$ cat config.mk
export PLATFORM = sky130hd
export DESIGN_NAME = sdpa_ctrl
export DESIGN_NICKNAME = d
export VERILOG_FILES = /design/src/sv/sdpa_pkg.sv /design/src/sv/sdpa_ctrl.sv
export SDC_FILE = /design/constraint.sdc
export NUM_CORES = 1
export LEC_CHECK = 0
export ABC_AREA = 1
export BUFFER_PORTS_ARGS = -buffer_cell sky130_fd_sc_hd__buf_2
export CORE_ASPECT_RATIO = 0.6
export CORE_MARGIN = 2
export CORE_UTILIZATION = 45
export DETAILED_ROUTE_END_ITERATION = 12
export GPL_TIMING_DRIVEN = 0
export PLACE_DENSITY = 0.65
export SLEW_MARGIN = 30
export SYNTH_ARGS = -nofsm -noshare
export SYNTH_HDL_FRONTEND = slang
export SYNTH_SLANG_ARGS = --single-unit
$ cat constraint.sdc
create_clock -name clock -period 1.95 [get_ports clock]
set_input_delay 0.4875 -clock clock [delete_from_list [all_inputs] [get_ports clock]]
set_output_delay 0.4875 -clock clock [all_outputs]
set_load 0.05 [all_outputs]
$ cat src/sv/sdpa_pkg.sv
// Shared types, constants and helper functions for the attention block.
// No dependencies; every other file imports this package.
package sdpa_pkg;

   localparam int CMD_W  = 2;
   localparam int ROW_W  = 2;
   localparam int COL_W  = 3;
   localparam int ELEM_W = 16;
   localparam int IDX_W  = 4;   // counters, wide enough for 16 rows or columns

   localparam int DACC_W = 36;  // exact dot product of up to 16 terms
   localparam int MACC_W = 38;  // exact weighted value sum of up to 16 terms
   localparam int SUM_W  = 21;  // sum of up to 16 exp values of 2^16
   localparam int EXP_W  = 17;  // exp value, Q1.16 up to 1.0
   localparam int T_W    = 34;  // base-2 exponent, Q18.16
   localparam int DIV_STEPS = 33;

   localparam logic [16:0] LOG2E_Q16 = 17'd94548;

   typedef enum logic [CMD_W-1:0] {
      OP_LOAD_Q  = 2'd0,
      OP_LOAD_K  = 2'd1,
      OP_LOAD_V  = 2'd2,
      OP_COMPUTE = 2'd3
   } op_type;

   typedef enum logic [3:0] {
      ST_NONE      = 4'd0,
      ST_LOAD      = 4'd1,
      ST_DOT_RD    = 4'd2,
      ST_DOT_MUL   = 4'd3,
      ST_DOT_ACC   = 4'd4,
      ST_SCALE     = 4'd5,
      ST_SCORE     = 4'd6,
      ST_EXP_T     = 4'd7,
      ST_EXP_LO    = 4'd8,
      ST_EXP_HI    = 4'd9,
      ST_DIV_START = 4'd10,
      ST_WGT       = 4'd11,
      ST_MIX_RD    = 4'd12,
      ST_MIX_MUL   = 4'd13,
      ST_MIX_ACC   = 4'd14,
      ST_EMIT      = 4'd15
   } step_type;

   typedef struct packed {
      step_type         step;
      logic [IDX_W-1:0] i;
      logic [IDX_W-1:0] j;
      logic [IDX_W-1:0] k;
      logic             first;      // first term of a running sum or maximum
      logic             last_elem;  // final element of the output matrix
   } cmd_type;

   typedef struct packed {
      logic div_done;
      logic out_busy;
   } status_type;

   // 2^(-idx/16) in Q1.16
   function automatic logic [16:0] exp2_lut(input logic [4:0] idx);
      logic [16:0] v;
      case (idx)
         5'd0:  v = 17'd65536;
         5'd1:  v = 17'd62757;
         5'd2:  v = 17'd60097;
         5'd3:  v = 17'd57549;
         5'd4:  v = 17'd55109;
         5'd5:  v = 17'd52773;
         5'd6:  v = 17'd50535;
         5'd7:  v = 17'd48393;
         5'd8:  v = 17'd46341;
         5'd9:  v = 17'd44376;
         5'd10: v = 17'd42495;
         5'd11: v = 17'd40693;
         5'd12: v = 17'd38968;
         5'd13: v = 17'd37316;
         5'd14: v = 17'd35734;
         5'd15: v = 17'd34219;
         5'd16: v = 17'd32768;
         default: v = 17'd0;
      endcase
      return v;
   endfunction

   // integer square root, used at elaboration only
   function automatic longint unsigned isqrt_const(input longint unsigned v);
      longint unsigned rem;
      longint unsigned root;
      longint unsigned bitv;
      rem  = v;
      root = 0;
      bitv = 64'd1 << 62;
      while (bitv > rem) bitv = bitv >> 2;
      while (bitv != 0) begin
         if (rem >= root + bitv) begin
            rem  = rem - (root + bitv);
            root = (root >> 1) + bitv;
         end else begin
            root = root >> 1;
         end
         bitv = bitv >> 2;
      end
      return root;
   endfunction

endpackage

$ cat src/sv/sdpa_ctrl.sv
// Sequencer: walks query rows, key rows and features, issuing datapath steps.
// Depends on sdpa_pkg.
module sdpa_ctrl import sdpa_pkg::*; #(
   parameter int SEQ_POSITIONS = 4,
   parameter int FEATURE_DIM   = 5
) (
   input  logic       clock,
   input  logic       reset,
   input  logic       req_valid,
   input  logic [CMD_W-1:0] req_command,
   output logic       req_ready,
   input  status_type status,
   output cmd_type    cmd
);

   localparam logic [IDX_W-1:0] LAST_POS  = IDX_W'(SEQ_POSITIONS - 1);
   localparam logic [IDX_W-1:0] LAST_FEAT = IDX_W'(FEATURE_DIM - 1);

   typedef enum logic [15:0] {
      S_IDLE    = 16'h0001,
      S_DOT_RD  = 16'h0002,
      S_DOT_MUL = 16'h0004,
      S_DOT_ACC = 16'h0008,
      S_SCALE   = 16'h0010,
      S_SCORE   = 16'h0020,
      S_EXP_T   = 16'h0040,
      S_EXP_LO  = 16'h0080,
      S_EXP_HI  = 16'h0100,
      S_DIV_GO  = 16'h0200,
      S_DIV     = 16'h0400,
      S_WGT     = 16'h0800,
      S_MIX_RD  = 16'h1000,
      S_MIX_MUL = 16'h2000,
      S_MIX_ACC = 16'h4000,
      S_EMIT    = 16'h8000
   } state_type;

   state_type        state_ff, state_in;
   logic [IDX_W-1:0] i_ff, i_in, j_ff, j_in, k_ff, k_in;

   always_ff @(posedge clock) begin
      if (reset) begin
         state_ff <= S_IDLE;
         i_ff     <= '0;
         j_ff     <= '0;
         k_ff     <= '0;
      end else begin
         state_ff <= state_in;
         i_ff     <= i_in;
         j_ff     <= j_in;
         k_ff     <= k_in;
      end
   end

   assign req_ready = (state_ff == S_IDLE);

   always_comb begin
      state_in = state_ff;
      i_in     = i_ff;
      j_in     = j_ff;
      k_in     = k_ff;
      cmd.step      = ST_NONE;
      cmd.i         = i_ff;
      cmd.j         = j_ff;
      cmd.k         = k_ff;
      cmd.first     = 1'b0;
      cmd.last_elem = (i_ff == LAST_POS) && (k_ff == LAST_FEAT);
      case (state_ff)
         S_IDLE: begin
            if (req_valid) begin
               if (op_type'(req_command) == OP_COMPUTE) begin
                  i_in = '0;
                  j_in = '0;
                  k_in = '0;
                  state_in = S_DOT_RD;
               end else begin
                  cmd.step = ST_LOAD;
               end
            end
         end
         S_DOT_RD: begin
            cmd.step = ST_DOT_RD;
            state_in = S_DOT_MUL;
         end
         S_DOT_MUL: begin
            cmd.step = ST_DOT_MUL;
            state_in = S_DOT_ACC;
         end
         S_DOT_ACC: begin
            cmd.step  = ST_DOT_ACC;
            cmd.first = (k_ff == '0);
            if (k_ff == LAST_FEAT) begin
               k_in = '0;
               state_in = S_SCALE;
            end else begin
               k_in = k_ff + 1'b1;
               state_in = S_DOT_RD;
            end
         end
         S_SCALE: begin
            cmd.step = ST_SCALE;
            state_in = S_SCORE;
         end
         S_SCORE: begin
            cmd.step  = ST_SCORE;
            cmd.first = (j_ff == '0);
            if (j_ff == LAST_POS) begin
               j_in = '0;
               state_in = S_EXP_T;
            end else begin
               j_in = j_ff + 1'b1;
               state_in = S_DOT_RD;
            end
         end
         S_EXP_T: begin
            cmd.step = ST_EXP_T;
            state_in = S_EXP_LO;
         end
         S_EXP_LO: begin
            cmd.step = ST_EXP_LO;
            state_in = S_EXP_HI;
         end
         S_EXP_HI: begin
            cmd.step  = ST_EXP_HI;
            cmd.first = (j_ff == '0);
            if (j_ff == LAST_POS) begin
               j_in = '0;
               state_in = S_DIV_GO;
            end else begin
               j_in = j_ff + 1'b1;
               state_in = S_EXP_T;
            end
         end
         S_DIV_GO: begin
            cmd.step = ST_DIV_START;
            state_in = S_DIV;
         end
         S_DIV: begin
            if (status.div_done) state_in = S_WGT;
         end
         S_WGT: begin
            cmd.step = ST_WGT;
            if (j_ff == LAST_POS) begin
               j_in = '0;
               state_in = S_MIX_RD;
            end else begin
               j_in = j_ff + 1'b1;
            end
         end
         S_MIX_RD: begin
            cmd.step = ST_MIX_RD;
            state_in = S_MIX_MUL;
         end
         S_MIX_MUL: begin
            cmd.step = ST_MIX_MUL;
            state_in = S_MIX_ACC;
         end
         S_MIX_ACC: begin
            cmd.step  = ST_MIX_ACC;
            cmd.first = (j_ff == '0);
            if (j_ff == LAST_POS) begin
               j_in = '0;
               state_in = S_EMIT;
            end else begin
               j_in = j_ff + 1'b1;
               state_in = S_MIX_RD;
            end
         end
         S_EMIT: begin
            if (!status.out_busy) begin
               cmd.step = ST_EMIT;
               if (k_ff == LAST_FEAT) begin
                  k_in = '0;
                  if (i_ff == LAST_POS) begin
                     i_in = '0;
                     state_in = S_IDLE;
                  end else begin
                     i_in = i_ff + 1'b1;
                     state_in = S_DOT_RD;
                  end
               end else begin
                  k_in = k_ff + 1'b1;
                  state_in = S_MIX_RD;
               end
            end
         end
         default: begin
            state_in = S_IDLE;
         end
      endcase
   end

endmodule

==> results.toml <==
[placed_design]
portBuffers = 24
finalWeightedCongestion = 0.838
dpl_cell_area_um2 = 2040
dp_slack_ps = -304
dp_hpwl_mm = 3.44
dp_cells = 350

[detailed_routing]
drc = 0
met3_length_um = 236
drt_first_iter_violations = 122
routedWlPerCell_um = 13.6
ant_nets = 0
drt_first_pass_iters = 4
routed_wl_mm = 5.21
top_layer_used = "met4"
met1_length_mm = 2.58
num_vias = 1970
viasPerCell = 5.13
dr_wl_met2_mm = 2.38

[sta]
setup_tns_ps = -1850
hold_viol_final = 0
min_period_ps = 2320
worst_pin_slew_ps = 512
finClkSkew_ps = 14.3
drv_slew = 0
slew_headroom = 0.659
setup_violations = 6
layout_setup_ws_ps = -374
rsz0062_at_grt = "true"
fmax_mhz = 430
finalHoldWorstSlack_ps = 483
period_share = 1.19

[synth]
yosysUniqueCellTypes = 32
netlist_top_cells_area = "dfxtp_1 (31%), nand2_1 (13%), nor2_1 (9.3%)"
synth_top_area_share = 0.308
netlist_area_um2 = 1820
ys_seq_area_frac = 0.308
synth_cells = 279
ys_warn_count = 0
synth_nets = 291
synth.largest_area_cell = "dfxtp_1"
ys_ff_latch = 28
avgSynthCellArea_um2 = 6.52

[floorplanning]
die_w_um = 86.1
fp.dieH_um = 53.3
dieArea_um2 = 4580
rows = 17
ioPinCount = 26
start_util = 0.483
core_area_um2 = 3760

[clock_tree]
ctsHoldBuffers = 0
cts_sinks = 28
path_clk_slew_ps = 110
htreeDepth = 1
cts_max_path_buffers = 2
clk_latency_ps = 290
cts_tree = "done"
cts_buffers = 3
cts-root-buf = "clkbuf_8"

[layout]
finalNonFillerCells = 384
nets = 350
final_area_um2 = 2580
diodes = 0
area_delta_synth_final_pct = 42.0
n_fill_cell = 324
post-route-util = 0.686
final_common_cell = "nand2_1"
final_cell_mix = "nand2_1 (54), nor2_1 (36), buf_4 (28), nand3_1 (26), inv_1 (22)"
drive_gt1_frac = 0.433

[global_routing]
antenna_found_initial = 0
grt_max_degree = 16
globalRouteTotalUtil = 0.228
grt_pass1_wl_mm = 7.97
overflow = 0
grt_pass1_vias = 1707

[critical_path]
worstPathRequired_ps = 1460
crit_arrival_ps = 1840
path_max_fanout = 5
start_kind = "register"
cp-end-kind = "primary output"
critPathKind = "register to primary output"

[flow_run]
drv_cap = 0

[min_path]
hold_class = "register to register"

[status]
violations = "setup timing"
outcome = "complete, but fails checks"

[power_and_ir_drop]
power_mw = 1.67
vdd_drop_max_uv = 351
p_per_area_nw_per_um2 = 648
leakagePower_nw = 1.19
-- timing repair --
action / in CTS / in global routing
setup endpoints to repair: 7 / 11
gates cloned: 1 / 0
gates resized for setup: 68 / 25
setup buffers: 16 / 13
pin swaps: 14 / 17
-- critical path, cell delays in order, from the launching register on --
cell     delay [ps]
dfxtp_2         350
nor2_4          140
nand2_4         100
nor2_8          130
buf_6           130
nand2_4          60
nand2_2          70
inv_2            40
nand2_1          50
nand4_1         170
o41ai_4         100
buf_6           200
-- area by class of cell --
class	instances	area, um^2	area share
multi-input cells	214	1300	0.503
flip-flops and latches	28	602	0.233
repair buffers	54	402	0.155
inverters	32	133	0.0513
well taps	47	58.8	0.0228
clock buffers	4	55.1	0.0213
plain buffers	5	33.8	0.0131
-- Yosys cell counts --
| cell | number |
|---|---|
| dfxtp_1 | 28 |
| nor2_2 | 11 |
| a21oi_1 | 16 |
| o2111ai_1 | 1 |
| buf_6 | 2 |
| ha_1 | 5 |
| nor2_1 | 45 |
| nand4_1 | 3 |
| o41ai_1 | 1 |
| nor2_8 | 1 |
| xor2_1 | 2 |
| o21ai_0 | 8 |
| o21ai_1 | 4 |
| nand2_2 | 7 |
| nor3_1 | 6 |
| o21ai_2 | 1 |
| o211ai_1 | 1 |
| nand2_4 | 6 |
| or2_1 | 1 |
| a31o_2 | 1 |
| or2_2 | 1 |
| clkbuf_1 | 2 |
| clkinv_2 | 1 |
| or3b_2 | 1 |
| nand2_1 | 63 |
| inv_1 | 26 |
| nor2_4 | 2 |
| inv_2 | 4 |
| nor3b_1 | 1 |
| nand3_1 | 26 |
| buf_1 | 1 |
| clkinv_4 | 1 |
-- registers in the layout, summed over array words and instances (netlist names) --
name and cells:
j_ff 4, state_ff 16, k_ff 4, i_ff 4
-- routing by layer --
metal	up-vias	global-route usage
li1	1011	-
met1	905	0.315
met2	50	0.364
met3	4	0.0562
met4	0	0.0450
met5	-	0
-- final timing paths --
kind	start	end	slack, ps	cells past startpoint
setup / recovery	state_ff[7]	cmd[1]	-370	11
hold / removal	j_ff[3]	j_ff[3]	480	2
setup reg to reg	state_ff[7]	k_ff[3]	100	14
hold reg to reg	j_ff[3]	j_ff[3]	480	2
-- power by group --
part	internal [mW]	total (mW)	switching (mW)	leakage, nW
registers	0.579	0.592	0.0132	0.237
clock network	0.181	0.376	0.194	0.0288
logic	0.276	0.707	0.431	0.924
total	1.04	1.67	0.638	1.19
-- cells by family after synthesis --
family | Yosys count | share of synthesized area
AOI/OAI and AO/OA | 33 | 0.100
DFF | 28 | 0.308
buffers and inverters | 37 | 0.0880
adders and majority gates | 5 | 0.0344
and+or+nand+nor | 174 | 0.459
xor gates and xnor gates | 2 | 0.00963
Power figures use the tool's default switching activity.
